## config.mk

```make
export PLATFORM = sky130hd
export DESIGN_NAME = bounded_calendar_day_offset_top
export DESIGN_NICKNAME = d
export VERILOG_FILES = /design/src/hw/rtl/bcdo_pkg.sv /design/src/hw/rtl/bcdo_alu.sv /design/src/hw/rtl/bounded_calendar_day_offset_top.sv
export SDC_FILE = /design/constraint.sdc
export NUM_CORES = 1
export LEC_CHECK = 0
export BUFFER_PORTS_ARGS = -buffer_cell sky130_fd_sc_hd__buf_2
export CAP_MARGIN = 20
export CORE_AREA = 8 8 136 169
export DETAILED_ROUTE_END_ITERATION = 10
export DIE_AREA = 0 0 144 177
export PLACE_DENSITY = 0.83
export SYNTH_ARGS = -nofsm -noshare
export SYNTH_HDL_FRONTEND = slang
export SYNTH_SLANG_ARGS = --single-unit
```

## constraint.sdc

```tcl
create_clock -name clock -period 7.9 [get_ports clock]
set_clock_uncertainty 0.1 [all_clocks]
set_input_delay 0.79 -clock clock [delete_from_list [all_inputs] [get_ports clock]]
set_output_delay 0.79 -clock clock [all_outputs]
set_load 0.01 [all_outputs]
```

## src/hw/rtl/bcdo_pkg.sv

```systemverilog
// Package with the shared types, constants and calendar functions of the day offset block.
`timescale 1ns / 1ps

package bcdo_pkg;

   localparam int ACC_W = 34;

   localparam logic [11:0] FIRST_YEAR      = 12'd1900;
   localparam logic [11:0] LAST_YEAR       = 12'd2099;
   localparam logic [11:0] CENTURY_2100    = 12'd2100;
   localparam logic [3:0]  FIRST_MONTH     = 4'd1;
   localparam logic [3:0]  LAST_MONTH      = 4'd12;
   localparam logic [16:0] SPAN_DAYS       = 17'd73049;
   localparam logic [8:0]  DAYS_COMMON     = 9'd365;
   localparam logic [8:0]  DAYS_LEAP       = 9'd366;
   localparam logic [3:0]  MOD_TOP_SHIFT   = 4'd15;

   typedef enum logic {
      ALU_ADD,
      ALU_SUB
   } alu_op_type;

   typedef struct packed {
      alu_op_type       op;
      logic [ACC_W-1:0] a;
      logic [ACC_W-1:0] b;
   } alu_req_type;

   typedef struct packed {
      logic [ACC_W-1:0] res;
      logic             neg;
   } alu_rsp_type;

   // Exact for every year the block can reach: 2000 is the only century year
   // in the window that is a leap year.
   function automatic logic is_leap(input logic [11:0] y);
      return (y[1:0] == 2'b00) && (y != FIRST_YEAR) && (y != CENTURY_2100);
   endfunction

   function automatic logic [8:0] year_days(input logic [11:0] y);
      return is_leap(y) ? DAYS_LEAP : DAYS_COMMON;
   endfunction

   function automatic logic [4:0] month_days(input logic [11:0] y, input logic [3:0] m);
      logic [4:0] len;
      case (m)
         4'd2: begin
            len = is_leap(y) ? 5'd29 : 5'd28;
         end
         4'd4, 4'd6, 4'd9, 4'd11: begin
            len = 5'd30;
         end
         4'd1, 4'd3, 4'd5, 4'd7, 4'd8, 4'd10, 4'd12: begin
            len = 5'd31;
         end
         default: begin
            len = 5'd0;
         end
      endcase
      return len;
   endfunction

endpackage

```

## src/hw/rtl/bcdo_alu.sv

```systemverilog
// Shared add and subtract unit used by all the arithmetic steps of the sequencer.
`timescale 1ns / 1ps

module bcdo_alu (
   input  bcdo_pkg::alu_req_type req,
   output bcdo_pkg::alu_rsp_type rsp
);
   import bcdo_pkg::*;

   logic [ACC_W-1:0] operand_b;

   always_comb begin
      operand_b = (req.op == ALU_SUB) ? ~req.b : req.b;
      rsp.res   = req.a + operand_b + {{(ACC_W-1){1'b0}}, (req.op == ALU_SUB)};
      rsp.neg   = rsp.res[ACC_W-1];
   end

endmodule

```

## src/hw/rtl/bounded_calendar_day_offset_top.sv

```systemverilog
// Top level: date check, sequencer around the shared unit, and result register.
//
//   channel | direction | handshake          | payload
//   req     | in        | req_valid/req_stall | start_year, start_month, start_day, day_offset
//   rsp     | out       | rsp_valid/rsp_stall | result_year/month/day, start/result_serial,
//           |           |                     | start_replaced
//
// The time from taking an item to rsp_valid grows with the checked start year and month and
// with the result year and month, since the year and month walks go through the single adder.
// The sequencer is back in idle, and can take the next item, from the cycle in which rsp_valid
// rises.
// Reset is synchronous and active high; it clears the sequencer and the result valid.
// A new item is taken only while the sequencer is idle; a result waiting under rsp_stall
// does not hold up the work on the next item, only its final hand-over.
`timescale 1ns / 1ps

module bounded_calendar_day_offset_top (
   input  logic               clock,
   input  logic               reset,
   input  logic               req_valid,
   output logic               req_stall,
   input  logic [11:0]        req_start_year,
   input  logic [3:0]         req_start_month,
   input  logic [4:0]         req_start_day,
   input  logic signed [31:0] req_day_offset,
   output logic               rsp_valid,
   input  logic               rsp_stall,
   output logic [11:0]        rsp_result_year,
   output logic [3:0]         rsp_result_month,
   output logic [4:0]         rsp_result_day,
   output logic [16:0]        rsp_start_serial,
   output logic [16:0]        rsp_result_serial,
   output logic               rsp_start_replaced
);
   import bcdo_pkg::*;

   typedef enum logic [3:0] {
      S_IDLE,
      S_SYEAR,
      S_SMON,
      S_SDAY,
      S_SUM,
      S_ABS,
      S_MOD,
      S_FIX,
      S_RYEAR,
      S_RMON,
      S_DONE
   } state_type;

   state_type        state_ff, state_in;
   logic [11:0]      yr_ff, yr_in;
   logic [3:0]       mon_ff, mon_in;
   logic [4:0]       day_ff, day_in;
   logic [31:0]      off_ff, off_in;
   logic             repl_ff, repl_in;
   logic [11:0]      cnt_ff, cnt_in;
   logic [ACC_W-1:0] acc_ff, acc_in;
   logic [16:0]      sserial_ff, sserial_in;
   logic [16:0]      rserial_ff, rserial_in;
   logic             neg_ff, neg_in;
   logic [3:0]       shift_ff, shift_in;

   logic             rsp_valid_ff, rsp_valid_in;
   logic [11:0]      rsp_year_ff, rsp_year_in;
   logic [3:0]       rsp_month_ff, rsp_month_in;
   logic [4:0]       rsp_day_ff, rsp_day_in;
   logic [16:0]      rsp_sserial_ff, rsp_sserial_in;
   logic [16:0]      rsp_rserial_ff, rsp_rserial_in;
   logic             rsp_repl_ff, rsp_repl_in;

   alu_req_type      alu_req;
   alu_rsp_type      alu_rsp;
   logic             start_ok;
   logic             req_take;
   logic             out_free;
   logic [ACC_W-1:0] span_ext;

   bcdo_alu u_alu (
      .req (alu_req),
      .rsp (alu_rsp)
   );

   assign span_ext  = {{(ACC_W-17){1'b0}}, SPAN_DAYS};
   assign req_stall = (state_ff != S_IDLE);
   assign req_take  = req_valid && !req_stall;
   assign out_free  = !rsp_valid_ff || !rsp_stall;

   assign start_ok = (req_start_year >= FIRST_YEAR) && (req_start_year <= LAST_YEAR) &&
                     (req_start_month >= FIRST_MONTH) && (req_start_month <= LAST_MONTH) &&
                     (req_start_day != 5'd0) &&
                     (req_start_day <= month_days(req_start_year, req_start_month));

   always_comb begin
      alu_req.op = ALU_ADD;
      alu_req.a  = acc_ff;
      alu_req.b  = '0;
      case (state_ff)
         S_SYEAR: begin
            alu_req.b = {{(ACC_W-9){1'b0}}, year_days(cnt_ff)};
         end
         S_SMON: begin
            alu_req.b = {{(ACC_W-5){1'b0}}, month_days(yr_ff, cnt_ff[3:0])};
         end
         S_SDAY: begin
            alu_req.b = {{(ACC_W-5){1'b0}}, day_ff - 5'd1};
         end
         S_SUM: begin
            alu_req.b = {{(ACC_W-32){off_ff[31]}}, off_ff};
         end
         S_ABS: begin
            alu_req.op = ALU_SUB;
            alu_req.a  = '0;
            alu_req.b  = acc_ff;
         end
         S_MOD: begin
            alu_req.op = ALU_SUB;
            alu_req.b  = span_ext << shift_ff;
         end
         S_FIX: begin
            alu_req.op = ALU_SUB;
            alu_req.a  = span_ext;
            alu_req.b  = acc_ff;
         end
         S_RYEAR: begin
            alu_req.op = ALU_SUB;
            alu_req.b  = {{(ACC_W-9){1'b0}}, year_days(yr_ff)};
         end
         S_RMON: begin
            alu_req.op = ALU_SUB;
            alu_req.b  = {{(ACC_W-5){1'b0}}, month_days(yr_ff, mon_ff)};
         end
         default: begin
            alu_req.op = ALU_ADD;
         end
      endcase
   end

   always_comb begin
      state_in       = state_ff;
      yr_in          = yr_ff;
      mon_in         = mon_ff;
      day_in         = day_ff;
      off_in         = off_ff;
      repl_in        = repl_ff;
      cnt_in         = cnt_ff;
      acc_in         = acc_ff;
      sserial_in     = sserial_ff;
      rserial_in     = rserial_ff;
      neg_in         = neg_ff;
      shift_in       = shift_ff;
      rsp_valid_in   = rsp_valid_ff && rsp_stall;
      rsp_year_in    = rsp_year_ff;
      rsp_month_in   = rsp_month_ff;
      rsp_day_in     = rsp_day_ff;
      rsp_sserial_in = rsp_sserial_ff;
      rsp_rserial_in = rsp_rserial_ff;
      rsp_repl_in    = rsp_repl_ff;
      case (state_ff)
         S_IDLE: begin
            if (req_take) begin
               yr_in    = start_ok ? req_start_year : FIRST_YEAR;
               mon_in   = start_ok ? req_start_month : FIRST_MONTH;
               day_in   = start_ok ? req_start_day : 5'd1;
               repl_in  = !start_ok;
               off_in   = req_day_offset;
               cnt_in   = FIRST_YEAR;
               acc_in   = '0;
               state_in = S_SYEAR;
            end
         end
         S_SYEAR: begin
            if (cnt_ff == yr_ff) begin
               cnt_in   = {8'd0, FIRST_MONTH};
               state_in = S_SMON;
            end else begin
               acc_in = alu_rsp.res;
               cnt_in = cnt_ff + 12'd1;
            end
         end
         S_SMON: begin
            if (cnt_ff[3:0] == mon_ff) begin
               state_in = S_SDAY;
            end else begin
               acc_in = alu_rsp.res;
               cnt_in = cnt_ff + 12'd1;
            end
         end
         S_SDAY: begin
            acc_in   = alu_rsp.res;
            state_in = S_SUM;
         end
         S_SUM: begin
            sserial_in = acc_ff[16:0];
            acc_in     = alu_rsp.res;
            state_in   = S_ABS;
         end
         S_ABS: begin
            // Reduce the magnitude and fold the sign back in at the end.
            neg_in   = acc_ff[ACC_W-1];
            acc_in   = acc_ff[ACC_W-1] ? alu_rsp.res : acc_ff;
            shift_in = MOD_TOP_SHIFT;
            state_in = S_MOD;
         end
         S_MOD: begin
            if (!alu_rsp.neg) begin
               acc_in = alu_rsp.res;
            end
            shift_in = shift_ff - 4'd1;
            if (shift_ff == 4'd0) begin
               state_in = S_FIX;
            end
         end
         S_FIX: begin
            if (neg_ff && (acc_ff != '0)) begin
               acc_in     = alu_rsp.res;
               rserial_in = alu_rsp.res[16:0];
            end else begin
               rserial_in = acc_ff[16:0];
            end
            yr_in    = FIRST_YEAR;
            state_in = S_RYEAR;
         end
         S_RYEAR: begin
            if (!alu_rsp.neg && (yr_ff < LAST_YEAR)) begin
               acc_in = alu_rsp.res;
               yr_in  = yr_ff + 12'd1;
            end else begin
               mon_in   = FIRST_MONTH;
               state_in = S_RMON;
            end
         end
         S_RMON: begin
            if (!alu_rsp.neg && (mon_ff < LAST_MONTH)) begin
               acc_in = alu_rsp.res;
               mon_in = mon_ff + 4'd1;
            end else begin
               state_in = S_DONE;
            end
         end
         S_DONE: begin
            if (out_free) begin
               rsp_valid_in   = 1'b1;
               rsp_year_in    = yr_ff;
               rsp_month_in   = mon_ff;
               rsp_day_in     = acc_ff[4:0] + 5'd1;
               rsp_sserial_in = sserial_ff;
               rsp_rserial_in = rserial_ff;
               rsp_repl_in    = repl_ff;
               state_in       = S_IDLE;
            end
         end
         default: begin
            state_in = S_IDLE;
         end
      endcase
   end

   always_ff @(posedge clock) begin
      if (reset) begin
         state_ff     <= S_IDLE;
         rsp_valid_ff <= 1'b0;
      end else begin
         state_ff     <= state_in;
         rsp_valid_ff <= rsp_valid_in;
      end
      yr_ff          <= yr_in;
      mon_ff         <= mon_in;
      day_ff         <= day_in;
      off_ff         <= off_in;
      repl_ff        <= repl_in;
      cnt_ff         <= cnt_in;
      acc_ff         <= acc_in;
      sserial_ff     <= sserial_in;
      rserial_ff     <= rserial_in;
      neg_ff         <= neg_in;
      shift_ff       <= shift_in;
      rsp_year_ff    <= rsp_year_in;
      rsp_month_ff   <= rsp_month_in;
      rsp_day_ff     <= rsp_day_in;
      rsp_sserial_ff <= rsp_sserial_in;
      rsp_rserial_ff <= rsp_rserial_in;
      rsp_repl_ff    <= rsp_repl_in;
   end

   assign rsp_valid          = rsp_valid_ff;
   assign rsp_result_year    = rsp_year_ff;
   assign rsp_result_month   = rsp_month_ff;
   assign rsp_result_day     = rsp_day_ff;
   assign rsp_start_serial   = rsp_sserial_ff;
   assign rsp_result_serial  = rsp_rserial_ff;
   assign rsp_start_replaced = rsp_repl_ff;

endmodule

```

# After elaboration in Yosys (flattened, before gate mapping)
# Index checks and enable logic that the tools add are counted.
# totals
reg_bits,200
latch_bits,0
ramBits,0
romBits,0
in_bits,57
output_inout_bits,58
wordCells,202
n_memories,0
# classes
addsub,8
mul,0
n_div,0
magnitude_cmp,7
n_eq_ne,68
shift,1
n_mux,45
n_bitwise,1
n_reduce_logical,52
# ops
cell,count
$mux 34,9
$pmux 34 s9,1
$pmux 34 s8,1
$eq 4x4->1 const B,18
$mux 12,6
$pmux 12 s3,2
$pmux 34 s2,1
$eq 4x3->1 const B,16
$pmux 5 s3,3
$mux 4,11
$pmux 4 s11,1
$ne 12x11->1 const B,3
$ne 12x12->1 const B,3
$add 34x1->34,1
$add 34x34->34,1
$not 34->34,1
$reduce_bool 34->1,1
$shl 17x4->34 const A,1
$eq 4x2->1 const B,8
$ne 2x2->1 const B,14
$add 12x1->12 const B,2
$reduce_or 7->1,3
$mux 17,1
$eq 4x1->1 const B,4
36 further kinds,70

# Depth between registers and ports, before layout
# logic_depth
depth_word,14
ltp_mapped,21
ltp_nobuf,21

# Modules after synthesis
# Synthesis repeated with hierarchy kept, for this count alone.
# hier_totals
hier_cells,1085
hier_area_um2,11965.2
# by_module_without_submodules
module,instances,cells_per_inst,area_each_um2,seq_area_each_um2
bounded_calendar_day_offset_top,1,795,9786.9,5955.7
bcdo_alu,1,290,2178.3,0.0

# Least setup slack after synthesis
# No wires, ideal clock.
# synth_path
kind,reg-to-reg
from,reg state_ff[1]
to,"reg acc_ff[0], enable pin"
setup_time_ns,0.453
arrival_ns,6.185
required_ns,7.347
path_slack_ns,1.162
stages_incl_launch_ff,19
n_path_buf,3
synth_period_minus_slack_ns,6.738
cell_sequence,dfxtp_1 clkbuf_1 nand2b_1 nor3_1 clkbuf_1 buf_1 nand2_1 nand2_1 ha_1 a21o_1 a21o_1 a21oi_1 o21ai_0 and3_1 a211oi_1 o31ai_4 xnor2_2 a21oi_2 a2111oi_2
# synth_via
elab_chain_cells,11
elab_cells_between_ends,36
classes_between,2 x add/sub; 17 x eq/ne; 4 x mux; 1 x bitwise; 12 x reduce/logical
# synth_rtl
item,line_no,rtl
from (decl),bounded_calendar_day_offset_top.sv:51,"state_type state_ff, state_in;"
from (signal assigned),bounded_calendar_day_offset_top.sv:264,state_ff <= state_in;
$eq 4x3->1,"bounded_calendar_day_offset_top.sv:98, bounded_calendar_day_offset_top.sv:159",
$reduce_or 2->1 (no line),n/a,
$pmux 34 s8,bounded_calendar_day_offset_top.sv:98,case (state_ff)
$not 34->34,bcdo_alu.sv:13,operand_b = (req.op == ALU_SUB) ? ~req.b : req.b;
$mux 34,bcdo_alu.sv:13,
$add 34x34->34,bcdo_alu.sv:14,"rsp.res = req.a + operand_b + {{(ACC_W-1){1'b0}}, (req.op == ALU_SUB)};"
$add 34x1->34,bcdo_alu.sv:14,
$logic_not 1->1,"bounded_calendar_day_offset_top.sv:225, bounded_calendar_day_offset_top.sv:234",
$logic_and 1x1->1 (on tied branches),"bounded_calendar_day_offset_top.sv:234, bounded_calendar_day_offset_top.sv:225",
$ne 2x2->1 (no line),n/a,
$reduce_and 9->1 (no line) *,n/a,
to (signal assigned),bounded_calendar_day_offset_top.sv:273,acc_ff <= acc_in;
to (decl),bounded_calendar_day_offset_top.sv:58,"logic [ACC_W-1:0] acc_ff, acc_in;"
# Mark *: on every way between the ends. The rest lies on a longest branch, timed or not.
# A chain may end at the register's enable or synchronous reset.

# Final worst setup path
# layout_path
from,reg state_ff[1]
to,"reg acc_ff[24], enable pin"
# Same word-level chain as after synthesis.

==> results.md <==
- Status: finished, final reports clean
- Worst EP arrival: 6.13 ns
- Fillers: ~1600
- Drt wl/cell: 20.3 um
- Clock transition at path regs: 0.08 ns
- Slowest stage delay, CP: a little under 0.8 ns
- CP max-delay cell: dfxtp_1
- Fmax: 163 MHz
- Final Cell Area: ~13000 um2
- Clock buffer depth: 2
- Core ar.: slightly above 20000 um2
- Synth area leaders: edfxtp_1 49%, ha_1 6.2%, nand2_1 3.5%
- Area leader, netlist: edfxtp_1
- Dominant synthesized flop cell: edfxtp_1
- Pre-antenna DRT Iters: 5
- Critical path launch point type: flip-flop
- Dpl ws: 1.82 ns
- Initial antenna violation count: 0
- Synth top area share: 49.1%
- CP Cell Sequence: nor2_1, nand2_1, o21a_1, buf_4, a21oi_1, o21ai_0, nand2_1, ha_1, a21oi_1, o21bai_1, a21oi_1, o21ai_0, and3_1, a211oi_1, o31ai_4, xnor2_2, a21oi_2, a2111oi_4, buf_4
- Vias: 9507
- Clk root buf: clkbuf_16
- WHS: 0.320 ns
- Critical path's top delay family: compound AO/OA/AOI/OAI gates
- Initial Util: 58.3%
- Final hold violation count: 0
- Skew-Pair Late Insertion Delay: 0.45 ns
- Static Leak: 0.00528 uW
- Buf/Inv on CP: 2
- Worst setup path category: reg -> reg
- Critical Path Most Common Cell: a21oi_1
- Vias in the first global route: 9102
- Share of layout cells above drive strength 1: between 10% and 20%
- Setup Fix Bufs, Post-CTS: 0
- First-pass GRT wire length: ~48 mm
- RSZ-0062 raised after global routing: false
- Power per cell area: 311 nW/um2
- Antenna diodes: 0
- Crit path max fanout: 33
- Total negative slack: 0 ns
- Hold-fix buffers, CTS: 0
- DPL Wire Length: 23.0 mm
- Number of flops mapped to enable cells by yosys: 195
- DIE AREA: 25500 um2
- Syn Area/Cell: just over 10 um2
- Total Wirelength: around 31 mm
- TritonCTS clock tree: built
- Row Count: 59
- Sequential fraction of the synthesis area: 50.0%
- Synth Net Count: 1266
- Cts bufs inserted: 17
- Layout Area Growth over Synthesis: 12.5%
- Drt drc: 0
- Drt initial violations: 1077
- Finish-stage setup viols: 0
- Placer Congestion: 0.959
- Grt ovf: 0
- Synthesized instance count: between 1000 and 1500
- CP Capture Type: flip-flop
- Max transition margin: 29.2%
- Final-stage net count: about 1400
- Setup WS post-layout: 1.76 ns
- Clk sinks: 200
- Peak VDD IR: 0.201 mV
- Post-route clock period utilization: 77.7%
- Final ANT Viol Nets: 0
- Htree depth: 4
- Post-synthesis cell type count: 80
- Synth Cell Area: 11900 um2
- Seq cells post-synth: 200
- Worst-Margin Slew: around 1.1 ns
- # port buffers: 114
- Total GRT Usage: between 20% and 30%
- Die width: 144 um
- Synth warn: 0
- Largest net degree at the start of global routing: 57
- Via density per instance: 6.23
- Die Ht: 177 um
- Max-slew violation count: 0
- Maxcap violations: 0
- Placed Area: 12700 um2
- I/O pin cnt: 115
- Fraction of synthesis flops using an asynchronous set or reset pin: 0%
- Hold WC Path Type: reg -> reg
- Quantity of gates resized following cts: 0
- Fin crit period: 6.14 ns
- Worst Path Required: just under 8 ns
## synthesized netlist by cell type, drive strengths merged (3+ instances only)
cell and number:
o211ai 4, dfxtp 5, a22o 8, a21o 34
a22oi 9, a221oi 12, and2 12, nor2 92
nand4b 5, o21bai 7, a21boi 4, a41oi 3
nand2b 8, nand2 112, nor3 35, nor4 22
xnor2 43, ha 59, inv 41, a211oi 6
nand3 27, nor2b 37, edfxtp 195, mux2i 6
and3 10, a31o 4, buf 10, nor4b 4
or3 7, o31ai 8, o2111ai 3, o22ai 3
a31oi 10, nand4 12, nor3b 5, or2 4
xor2 44, a21oi 71, o21ai 85, clkbuf 47
## placed cells by master, fill, tap and decap left out, types with 4 or more instances in the layout
master	instances
a211oi_1	6
a21o_1	34
a21oi_1	68
a221oi_1	12
a22o_1	8
a22oi_1	9
a31oi_1	10
and2_1	11
and3_1	8
buf_2	115
buf_4	13
clkbuf_16	17
clkinv_8	5
dfxtp_1	5
edfxtp_1	195
ha_1	59
inv_1	41
mux2i_1	6
nand2_1	112
nand2b_1	8
nand3_1	26
nand4_1	12
nand4b_1	5
nor2_1	91
nor2b_1	37
nor3_1	31
nor3b_1	5
nor4_1	22
o211ai_1	4
o21ai_0	77
o21ai_1	7
o21bai_1	7
o31ai_1	6
or2_2	4
or3_1	7
xnor2_1	42
xor2_1	44
## kinds of logic after synthesis
family,count (synthesis),share of synthesized area (%)
AOI/OAI and AO/OA,291,16.0
muxes,8,0.693
adders and majority gates,60,6.36
buffers and inverters,99,3.22
DFF,200,50.0
and+or+nand+nor,404,17.3
xor gates and xnor gates,87,6.46
## where the power goes
part / total, uW / switching, uW / internal, uW
Clock: 916 / 430 / 487
Combinational: 1490 / 925 / 569
Sequential: 1750 / 271 / 1480
## cell type report
| cell class | instances | area (um2) | area share (%) |
|---|---|---|---|
| Multi-Input combinational cell | 850 | 5610 | 41.9 |
| Clock buffer | 17 | 425 | 3.17 |
| Clock inverter | 14 | 210 | 1.57 |
| Inverter | 42 | 158 | 1.18 |
| Timing Repair Buffer | 129 | 701 | 5.23 |
| Tap cell | 274 | 343 | 2.56 |
| Sequential cell | 200 | 5960 | 44.4 |
## per-stage QoR
stage          std cells  utilization (%)  power, uW
4_1_cts             1524             65.4       4130
3_3_place_gp        1492             62.2       3180
2_1_floorplan       1149                -       2780
6_report            1526             65.5       4160
3_5_place_dp        1493             62.3       3220
5_1_grt             1526             65.5       4360
## worst paths after layout
| check | from | end | slack (ns) | cells past startpoint |
|---|---|---|---|---|
| max reg2reg | state_ff[1] | acc_ff[24] | 1.76 | 19 |
| min | rserial_ff[8] | rsp_result_serial[8] | 0.32 | 0 |
| max | state_ff[1] | acc_ff[24] | 1.76 | 19 |
| min reg2reg | rserial_ff[8] | rsp_result_serial[8] | 0.32 | 0 |
## layer usage
layer  part of all wire [%]  GRT usage (%)  up-vias
li1                       -              -     4431
met1                     39           29.9     4517
met2                     49           40.5      465
met3                    7.4           3.94       94
met4                    4.4           12.5        0
met5                      0              0        -
## state kept, by name, summed over array words and instances, names as in the netlist, 4 cells and up
| register | cells |
|---|---|
| state_ff | 4 |
| rserial_ff | 17 |
| rsp_result_day | 5 |
| cnt_ff | 12 |
| off_ff | 32 |
| shift_ff | 4 |
| yr_ff | 12 |
| rsp_start_serial | 17 |
| acc_ff | 34 |
| mon_ff | 4 |
| sserial_ff | 17 |
| rsp_result_year | 12 |
| rsp_result_serial | 17 |
| rsp_result_month | 4 |
| day_ff | 5 |
Power figures use the tool's default switching activity.
